[src/sv/pse_pkg.sv]
`default_nettype none
// ----------------------------------------------------------------------------
// pse_pkg: shared types and constants
// Token codes, status codes and the controller-to-datapath command set.
// ----------------------------------------------------------------------------
package pse_pkg;

	localparam int unsigned DEPTH   = 16;
	localparam int unsigned PTR_W   = $clog2(DEPTH);
	localparam int unsigned CNT_W   = 5;
	localparam int unsigned DATA_W  = 32;

	typedef enum logic [2:0] {
		TOK_PUSH = 3'd0,
		TOK_ADD  = 3'd1,
		TOK_SUB  = 3'd2,
		TOK_MUL  = 3'd3,
		TOK_DIV  = 3'd4,
		TOK_POW  = 3'd5,
		TOK_MOD  = 3'd6,
		TOK_NONE = 3'd7
	} tok_t;

	typedef enum logic [1:0] {
		ST_OK        = 2'd0,
		ST_UNDERFLOW = 2'd1,
		ST_OVERFLOW  = 2'd2,
		ST_DIVZERO   = 2'd3
	} status_t;

	// Commands from the controller to the datapath.
	typedef struct packed {
		logic  load;      // capture the input token
		logic  rd_ops;    // read the two top entries
		logic  start;     // start the arithmetic with the read operands
		logic  step;      // run one iteration of the iterative unit
		logic  commit;    // write the result and update the count
		logic  report;    // load the result register
		logic  reject;    // status only, stack unchanged
	} cmd_t;

	// Status from the datapath to the controller.
	typedef struct packed {
		logic  is_push;
		logic  is_op;
		logic  full;
		logic  few;
		logic  div_zero;
		logic  iter_done;
		logic  iterative;
	} sts_t;

endpackage : pse_pkg
`default_nettype wire

[src/sv/postfix_stack_evaluator_unit.sv]
`default_nettype none
// Sequencing: push, the unused token kind and underflow go from decode straight
// to write-back; add/sub/mul, a zero divisor and power with a negative
// exponent also pass read and calc. Div and mod run 32 iterations of a restoring
// divider in calc; power runs 31 square-and-multiply iterations there.
// Throughput: one token at a time; the next is accepted from the cycle its
// result beat is loaded, and a beat still waiting holds the next in report.
// Reset empties the stack; entries are not cleared.
// ----------------------------------------------------------------------------
// postfix_stack_evaluator_unit: RPN token evaluator
// A sequencer drives a datapath holding a 16-entry operand stack and an
// iterative arithmetic unit shared by divide, modulo and power.
// ----------------------------------------------------------------------------
module postfix_stack_evaluator_unit import pse_pkg::*; (
	input  wire  logic               clk,
	input  wire  logic               arst_n,
	input  wire  logic               in_valid,
	output logic                     in_ready,
	input  wire  logic [2:0]         func,
	input  wire  logic signed [31:0] operand_value,
	output logic                     out_valid,
	input  wire  logic               out_ready,
	output logic signed [31:0]       top_value,
	output logic [4:0]               stack_depth,
	output logic [1:0]               status
);

	cmd_t cmd;
	sts_t sts;
	logic out_full_q;

	// The controller only issues a report once the output register is free.
	pse_ctrl u_ctrl (
		.clk      (clk),
		.arst_n   (arst_n),
		.in_valid (in_valid),
		.in_ready (in_ready),
		.out_full (out_full_q),
		.sts      (sts),
		.cmd      (cmd)
	);

	pse_dp u_dp (
		.clk           (clk),
		.arst_n        (arst_n),
		.func          (func),
		.operand_value (operand_value),
		.cmd           (cmd),
		.sts           (sts),
		.res_top       (top_value),
		.res_depth     (stack_depth),
		.res_status    (status)
	);

	// The output register holds the result beat until it is taken.
	always_ff @(posedge clk or negedge arst_n) begin
		if (!arst_n)            out_full_q <= 1'b0;
		else if (cmd.report)    out_full_q <= 1'b1;
		else if (out_ready)     out_full_q <= 1'b0;
	end

	assign out_valid = out_full_q;

`ifndef SYNTHESIS
	a_no_overwrite: assert property (@(posedge clk) disable iff (!arst_n)
		cmd.report |-> !out_full_q) else $error("result overwritten");
	a_hold: assert property (@(posedge clk) disable iff (!arst_n)
		(out_valid && !out_ready) |=> out_valid) else $error("result beat dropped");
	a_busy: assert property (@(posedge clk) disable iff (!arst_n)
		(in_valid && in_ready) |=> !in_ready) else $error("second token accepted");
`endif

endmodule : postfix_stack_evaluator_unit
`default_nettype wire

[src/sv/pse_ctrl.sv]
`default_nettype none
// ----------------------------------------------------------------------------
// pse_ctrl: token sequencer
// One-hot state machine that steps each token through decode, read and
// compute (operators with two operands only), write-back and report.
// ----------------------------------------------------------------------------
module pse_ctrl import pse_pkg::*; (
	input  wire  logic clk,
	input  wire  logic arst_n,
	input  wire  logic in_valid,
	output logic       in_ready,
	input  wire  logic out_full,
	input  wire  sts_t sts,
	output cmd_t       cmd
);

	typedef enum logic [5:0] {
		S_IDLE  = 6'b000001,
		S_DEC   = 6'b000010,
		S_READ  = 6'b000100,
		S_CALC  = 6'b001000,
		S_WB    = 6'b010000,
		S_OUT   = 6'b100000
	} state_t;

	state_t state_q, state_d;

	assign in_ready = (state_q == S_IDLE);

	always_comb begin
		state_d = state_q;
		cmd     = '0;
		unique case (state_q)
			S_IDLE: begin
				if (in_valid) begin
					cmd.load = 1'b1;
					state_d  = S_DEC;
				end
			end
			S_DEC: begin
				if (sts.is_push) begin
					if (sts.full) cmd.reject = 1'b1;
					state_d = S_WB;
				end else if (sts.is_op) begin
					if (sts.few) begin
						cmd.reject = 1'b1;
						state_d    = S_WB;
					end else begin
						cmd.rd_ops = 1'b1;
						state_d    = S_READ;
					end
				end else begin
					state_d = S_WB;
				end
			end
			S_READ: begin
				cmd.start = 1'b1;
				state_d   = S_CALC;
			end
			S_CALC: begin
				if (sts.div_zero) begin
					cmd.reject = 1'b1;
					state_d    = S_WB;
				end else if (!sts.iterative || sts.iter_done) begin
					state_d = S_WB;
				end else begin
					cmd.step = 1'b1;
				end
			end
			S_WB: begin
				cmd.commit = 1'b1;
				state_d    = S_OUT;
			end
			S_OUT: begin
				if (!out_full) begin
					cmd.report = 1'b1;
					state_d    = S_IDLE;
				end
			end
			default: state_d = S_IDLE;
		endcase
	end

	always_ff @(posedge clk or negedge arst_n) begin
		if (!arst_n) state_q <= S_IDLE;
		else         state_q <= state_d;
	end

`ifndef SYNTHESIS
	a_onehot: assert property (@(posedge clk) disable iff (!arst_n) $onehot(state_q))
		else $error("controller state not one-hot");
	a_load_idle: assert property (@(posedge clk) disable iff (!arst_n)
		cmd.load |-> in_ready) else $error("token loaded outside idle");
	a_commit_out: assert property (@(posedge clk) disable iff (!arst_n)
		cmd.commit |=> (state_q == S_OUT)) else $error("commit not followed by report");
`endif

endmodule : pse_ctrl
`default_nettype wire

[src/sv/pse_dp.sv]
`default_nettype none
// ----------------------------------------------------------------------------
// pse_dp: stack and arithmetic datapath
// Operand memory, entry count, combinational add/sub/mul and a shared
// iterative divide and power unit.
// ----------------------------------------------------------------------------
module pse_dp import pse_pkg::*; (
	input  wire  logic               clk,
	input  wire  logic               arst_n,
	input  wire  logic [2:0]         func,
	input  wire  logic signed [31:0] operand_value,
	input  wire  cmd_t               cmd,
	output sts_t                     sts,
	output logic signed [31:0]       res_top,
	output logic [CNT_W-1:0]         res_depth,
	output logic [1:0]               res_status
);

	logic [DATA_W-1:0] mem_q [DEPTH];
	logic [2:0]        func_q;
	logic [DATA_W-1:0] val_q;
	logic [CNT_W-1:0]  cnt_q;
	logic [DATA_W-1:0] lhs_q, rhs_q, top_q;
	logic [1:0]        status_q;

	// Iterative unit state: shared by divide (restoring) and power.
	logic [DATA_W-1:0] acc_q;   // remainder or running product
	logic [DATA_W-1:0] aux_q;   // quotient bits or square
	logic [DATA_W-1:0] ex_q;    // dividend magnitude or exponent
	logic [5:0]        it_q;
	logic              neg_q, rneg_q;

	logic [DATA_W-1:0] dmag;
	logic [DATA_W:0]   trial;
	logic [DATA_W-1:0] quo, rem, fast_res, result;
	logic [PTR_W-1:0]  top_idx, nxt_idx;

	always_comb begin
		sts           = '0;
		sts.is_push   = (func_q == TOK_PUSH);
		sts.is_op     = (func_q != TOK_PUSH) && (func_q != TOK_NONE);
		sts.full      = (cnt_q >= CNT_W'(DEPTH));
		sts.few       = (cnt_q < CNT_W'(2));
		sts.div_zero  = ((func_q == TOK_DIV) || (func_q == TOK_MOD)) && (rhs_q == '0);
		sts.iterative = (func_q == TOK_DIV) || (func_q == TOK_MOD) || (func_q == TOK_POW);
		sts.iter_done = (it_q == 6'd0);
	end

	assign dmag    = rhs_q[31] ? (~rhs_q + 32'd1) : rhs_q;
	assign trial   = {acc_q, ex_q[31]} - {1'b0, dmag};
	assign top_idx = PTR_W'(cnt_q - CNT_W'(1));
	assign nxt_idx = PTR_W'(cnt_q - CNT_W'(2));

	always_comb begin
		case (func_q)
			TOK_ADD: fast_res = lhs_q + rhs_q;
			TOK_SUB: fast_res = lhs_q - rhs_q;
			default: fast_res = 32'(lhs_q * rhs_q);
		endcase
	end

	assign quo = neg_q  ? (~aux_q + 32'd1) : aux_q;
	assign rem = rneg_q ? (~acc_q + 32'd1) : acc_q;

	always_comb begin
		case (func_q)
			TOK_DIV: result = quo;
			TOK_MOD: result = rem;
			TOK_POW: result = acc_q;
			default: result = fast_res;
		endcase
	end

	always_ff @(posedge clk) begin
		if (cmd.load) begin
			func_q <= func;
			val_q  <= operand_value;
		end
		if (cmd.rd_ops) begin
			rhs_q <= mem_q[top_idx];
			lhs_q <= mem_q[nxt_idx];
		end
		if (cmd.start) begin
			if (func_q == TOK_POW) begin
				aux_q <= lhs_q;
				ex_q  <= rhs_q;
				if (rhs_q[31]) begin
					it_q  <= 6'd0;
					if (lhs_q == 32'd1)           acc_q <= 32'd1;
					else if (lhs_q == '1)          acc_q <= rhs_q[0] ? '1 : 32'd1;
					else                           acc_q <= '0;
				end else begin
					acc_q <= 32'd1;
					it_q  <= 6'd31;
				end
			end else begin
				acc_q  <= '0;
				aux_q  <= '0;
				ex_q   <= lhs_q[31] ? (~lhs_q + 32'd1) : lhs_q;
				neg_q  <= lhs_q[31] ^ rhs_q[31];
				rneg_q <= lhs_q[31];
				it_q   <= 6'd32;
			end
		end
		if (cmd.step) begin
			it_q <= it_q - 6'd1;
			if (func_q == TOK_POW) begin
				if (ex_q[0]) acc_q <= 32'(acc_q * aux_q);
				aux_q <= 32'(aux_q * aux_q);
				ex_q  <= ex_q >> 1;
			end else begin
				ex_q <= ex_q << 1;
				if (!trial[DATA_W]) begin
					acc_q <= trial[DATA_W-1:0];
					aux_q <= {aux_q[30:0], 1'b1};
				end else begin
					acc_q <= {acc_q[30:0], ex_q[31]};
					aux_q <= {aux_q[30:0], 1'b0};
				end
			end
		end
		if (cmd.commit && !cmd.reject && status_q == ST_OK) begin
			if (func_q == TOK_PUSH) mem_q[PTR_W'(cnt_q)] <= val_q;
			else if (func_q != TOK_NONE) mem_q[nxt_idx] <= result;
		end
		if (cmd.report) begin
			res_top    <= top_q;
			res_depth  <= cnt_q;
			res_status <= status_q;
		end
	end

	// Status is settled before commit; a reject in decode or calc sets it.
	// An operator is only rejected in decode for a short stack, and only in
	// calc for a zero divisor.
	always_ff @(posedge clk or negedge arst_n) begin
		if (!arst_n) begin
			cnt_q    <= '0;
			status_q <= ST_OK;
		end else begin
			if (cmd.load) status_q <= ST_OK;
			if (cmd.reject) begin
				if (sts.is_push)        status_q <= ST_OVERFLOW;
				else if (sts.few)       status_q <= ST_UNDERFLOW;
				else                    status_q <= ST_DIVZERO;
			end
			if (cmd.commit && status_q == ST_OK) begin
				if (func_q == TOK_PUSH)      cnt_q <= cnt_q + CNT_W'(1);
				else if (func_q != TOK_NONE) cnt_q <= cnt_q - CNT_W'(1);
			end
		end
	end

	// Top of stack for the report, tracked at commit.
	always_ff @(posedge clk or negedge arst_n) begin
		if (!arst_n) begin
			top_q <= '0;
		end else if (cmd.commit && status_q == ST_OK) begin
			if (func_q == TOK_PUSH)      top_q <= val_q;
			else if (func_q != TOK_NONE) top_q <= result;
		end
	end

`ifndef SYNTHESIS
	a_cnt_max: assert property (@(posedge clk) disable iff (!arst_n)
		cnt_q <= CNT_W'(DEPTH)) else $error("entry count beyond depth");
	a_div_iter: assert property (@(posedge clk) disable iff (!arst_n)
		cmd.step |-> (it_q != 6'd0)) else $error("step past end");
	a_empty_ok: assert property (@(posedge clk) disable iff (!arst_n)
		(cmd.commit && status_q == ST_OK && func_q != TOK_PUSH && func_q != TOK_NONE)
		|-> (cnt_q >= CNT_W'(2))) else $error("operator committed on short stack");
`endif

endmodule : pse_dp
`default_nettype wire
[config.mk]
export PLATFORM = sky130hd
export DESIGN_NAME = postfix_stack_evaluator_unit
export DESIGN_NICKNAME = d
export VERILOG_FILES = /design/src/sv/pse_pkg.sv /design/src/sv/postfix_stack_evaluator_unit.sv /design/src/sv/pse_ctrl.sv /design/src/sv/pse_dp.sv
export SDC_FILE = /design/constraint.sdc
export NUM_CORES = 2
export LEC_CHECK = 0
export ABC_AREA = 1
export BUFFER_PORTS_ARGS = -buffer_cell sky130_fd_sc_hd__buf_2
export CAP_MARGIN = 5
export CELL_PAD_IN_SITES_DETAIL_PLACEMENT = 0
export CELL_PAD_IN_SITES_GLOBAL_PLACEMENT = 1
export CORE_ASPECT_RATIO = 1.75
export CORE_MARGIN = 4
export CORE_UTILIZATION = 35
export CTS_CLUSTER_DIAMETER = 30
export CTS_CLUSTER_SIZE = 14
export DETAILED_ROUTE_END_ITERATION = 8
export GPL_TIMING_DRIVEN = 0
export PLACE_DENSITY = 0.6
export SETUP_SLACK_MARGIN = 0.3
export SLEW_MARGIN = 20
export SYNTH_ARGS = -nofsm -noshare
export SYNTH_HDL_FRONTEND = slang
export SYNTH_HIERARCHICAL = 1
export SYNTH_SLANG_ARGS = --single-unit
[constraint.sdc]
create_clock -name clk -period 15.4 [get_ports clk]
set_input_delay 2.31 -clock clk [delete_from_list [all_inputs] [get_ports clk]]
set_output_delay 2.31 -clock clk [all_outputs]
set_load 0.005 [all_outputs]
==> out/results.ini <==
[final_layout]
fin_cells=15300
fillCellCount=27300
ff_latch_area_sq_mm=0.0235
drive_gt1_share_pct=6.19
final_nets=13400
area_growth_pct=12.6
multiInputGateArea_sq_mm=0.0575

[route]
wl_per_cell_um=34.3
vias=86100
drt_iter0_markers=9109
drt-vias-per-instance=5.62
routed_wl_um=526000
antenna_left=0
post-route-drc-count=0
dr.pass1.iters=7

[floorplanning]
die_area_sq_mm=0.274
die_w_um=397
rows=249
core_region_area_sq_mm=0.263
fp.dieH_um=689
start_util_pct=35.2
io_pins=80

[critical_path]
cp-startpoint=u_dp/lhs_q[14]
r2r_end=u_dp/mem_q[2][25]
path_common_cell=fa_1
worstPathRequired_ns=15.97
r2r-start=u_dp/lhs_q[14]
worst-r2r-cell-count=28
crit_end=u_dp/mem_q[2][25]
ff2ff_setup_slack_ns=4.84
cp_top_family=adder cells
critical-path-max-stage-delay_ns=0.95
cp-end-kind=flip-flop
startpoint_type=flip-flop
cp_slowest_cell=xnor2_1
cp_num_buf_inv=8
crit_type=flip-flop to flip-flop
cp.arrival_ns=11.13
cp.depth=28
crit_fanout=12

[clocking]
cts.sinks=800
cts_setup_buffers=0
cts_tree=done
cts-root-buf=clkbuf_16
path_clk_slew_ns=0.05
cts.path.max_buffers=4
postCtsHoldBufs=0
cts-resized-gates=0
h-tree-depth=4
insertion_delay_ns=0.81
cts_made_buffers=147

[synth]
synth.cell_area_sq_mm=0.0927
netlist_instances=11400
synth_most_common_cell=inv_1
synth_top_area_cell=fa_1
syn_nets=13000
ys_types=77
synth_edf_count=722
ys_ff_latch=800
yosysTopAreaCellShare_pct=25.6
synth_common_cells=2534 x inv_1, 2369 x nand2_1, 1185 x fa_1
synth_area_leaders=fa_1 26%, edfxtp_1 23%, inv_1 10%
ys.flop_type=edfxtp_1
syn_area_per_cell_sq_um=8.15
synth_warnings=6
yosysSeqAreaShare_pct=25.3
async_reset_ff_share_pct=5.75

[global_routing]
grt_max_degree=54
grt_usage_pct=38.0
antenna_found_initial=30
grt_pass1_wl_um=713000
overflow=0
grt_pass1_vias=89100

[timing]
setup_slack_ns=4.84
slew_headroom_pct=7.78
tightest_slew_ns=1.38
rsz0062_at_grt=false
fmax_mhz=94.7
post-route-period-util_pct=68.6
fin_worst_skew_ns=0.0932
fin_crit_ns=10.56
final_hold_viol_count=0
drv_slew=0
finalSetupViolations=0
tns_ns=0

[hold_path]
min_path_type=flip-flop to flip-flop

[placed_design]
detailed_place_hpwl_um=420000
io_buffers=79
gp_congestion=1.12
place_inst=15000
preCtsSetupSlack_ns=5.05

[run]
max_cap_violations=0

[run_status]
outcome=finished clean

==> worst min-delay path by stage <==
stage | slack, ns | depth (start not counted) | endpoint | startpoint
2_1_floorplan | 0.42 | 0 | u_dp/rneg_q | u_dp/lhs_q[31]
5_1_grt | 0.43 | 0 | u_dp/res_top[29] | u_dp/top_q[29]
3_3_place_gp | 0.43 | 0 | u_dp/res_status[1] | u_dp/status_q[1]
4_1_cts | 0.42 | 0 | u_dp/res_top[29] | u_dp/top_q[29]
6_report | 0.42 | 0 | u_dp/res_top[29] | u_dp/top_q[29]
3_5_place_dp | 0.43 | 0 | u_dp/res_status[0] | u_dp/status_q[0]
==> stage by stage <==
stage	instance area [sq um]	hold slack (ns)	util [%]
floorplan	92700	0.421	-
CTS	104000	0.418	39.6
finish	104000	0.423	39.6
global placement	97500	0.432	37.0
global route	104000	0.433	39.6
detailed placement	99500	0.434	37.8
==> cell usage in the layout, fill, tap and decap left out, types with 21 or more instances in the layout <==
| cell type | instances |
|---|---|
| clkinv_1 | 23 |
| o21bai_1 | 21 |
| nand2_1 | 2366 |
| o21ai_0 | 857 |
| dfxtp_1 | 32 |
| inv_1 | 2534 |
| nor2_1 | 537 |
| buf_4 | 25 |
| o21ai_1 | 54 |
| buf_12 | 23 |
| o21ai_2 | 21 |
| nand3_1 | 378 |
| buf_2 | 164 |
| buf_1 | 122 |
| a21o_1 | 31 |
| o22ai_1 | 79 |
| fa_1 | 1185 |
| ha_1 | 454 |
| a21oi_1 | 525 |
| nor3_1 | 49 |
| o221ai_1 | 90 |
| clkbuf_1 | 359 |
| nand4_1 | 53 |
| diode_2 | 27 |
| xnor2_1 | 89 |
| xor2_1 | 127 |
| edfxtp_1 | 722 |
| o211ai_1 | 183 |
| buf_16 | 24 |
| dfrtp_1 | 45 |
| clkbuf_2 | 88 |
| nor2_4 | 25 |
| nor4_1 | 24 |
| clkbuf_16 | 151 |
==> cell families (layout without fill, tap and decap cells) <==
| family | count (synthesis) | count (layout) | share of synthesized area [%] |
|---|---|---|---|
| AND/OR/NAND/NOR | 3518 | 3518 | 15.6 |
| buffers and inverters | 3206 | 3624 | 13.1 |
| AO/OA/AOI/OAI | 1989 | 1989 | 12.2 |
| adder cells (fa/ha/maj) | 1639 | 1639 | 31.7 |
| flip-flops | 800 | 800 | 25.3 |
| XOR/XNOR | 217 | 217 | 2.06 |
| multiplexers | 1 | 1 | 0.0121 |
| other | 0 | 27 | 0 |
==> area by class of cell <==
type | instances | area share [%]
flip-flops and latches | 800 | 22.5
multi-input cells | 7364 | 55.1
well taps | 3514 | 4.21
inverters | 2556 | 9.20
plain buffers | 650 | 2.60
clock inverters | 88 | 0.813
diodes | 27 | 0.0647
repair buffers | 164 | 1.83
clock buffers | 166 | 3.67
==> layer usage <==
| metal | vias to the layer above | global-route usage, % | share of wire (%) |
|---|---|---|---|
| met5 | - | 0.0177 | 0.025 |
| met4 | 14 | 44.5 | 15 |
| met3 | 2348 | 7.84 | 6.8 |
| met2 | 4819 | 65.6 | 49 |
| met1 | 42600 | 34.5 | 29 |
| li1 | 36300 | - | - |
==> sequential cells by signal, summed over array words and instances (netlist names) <==
name,count
u_dp/res_depth,5
u_dp/res_top,32
u_dp/aux_q,32
u_dp/val_q,32
u_dp/cnt_q,5
out_valid,1
u_dp/it_q,6
u_dp/lhs_q,32
u_dp/neg_q,1
u_dp/res_status,2
u_dp/acc_q,32
u_dp/rneg_q,1
u_ctrl/state_q,6
u_dp/status_q,2
u_dp/func_q,3
u_dp/mem_q,512
u_dp/rhs_q,32
u_dp/top_q,32
u_dp/ex_q,32
==> worst reg2reg max path, delay by kind of cell, from the launching register on <==
family                     cells  cell delay [ns]
DFF                            1             0.85
adders and majority gates      9             4.42
AOI/OAI and AO/OA              2             0.49
buffers and inverters          8             2.11
and+or+nand+nor                8             1.55
xor gates and xnor gates       1             0.95
Power is left out: the tool's default activity adds up to more than one toggle a clock period on the data nets, which glitch-free logic cannot reach.
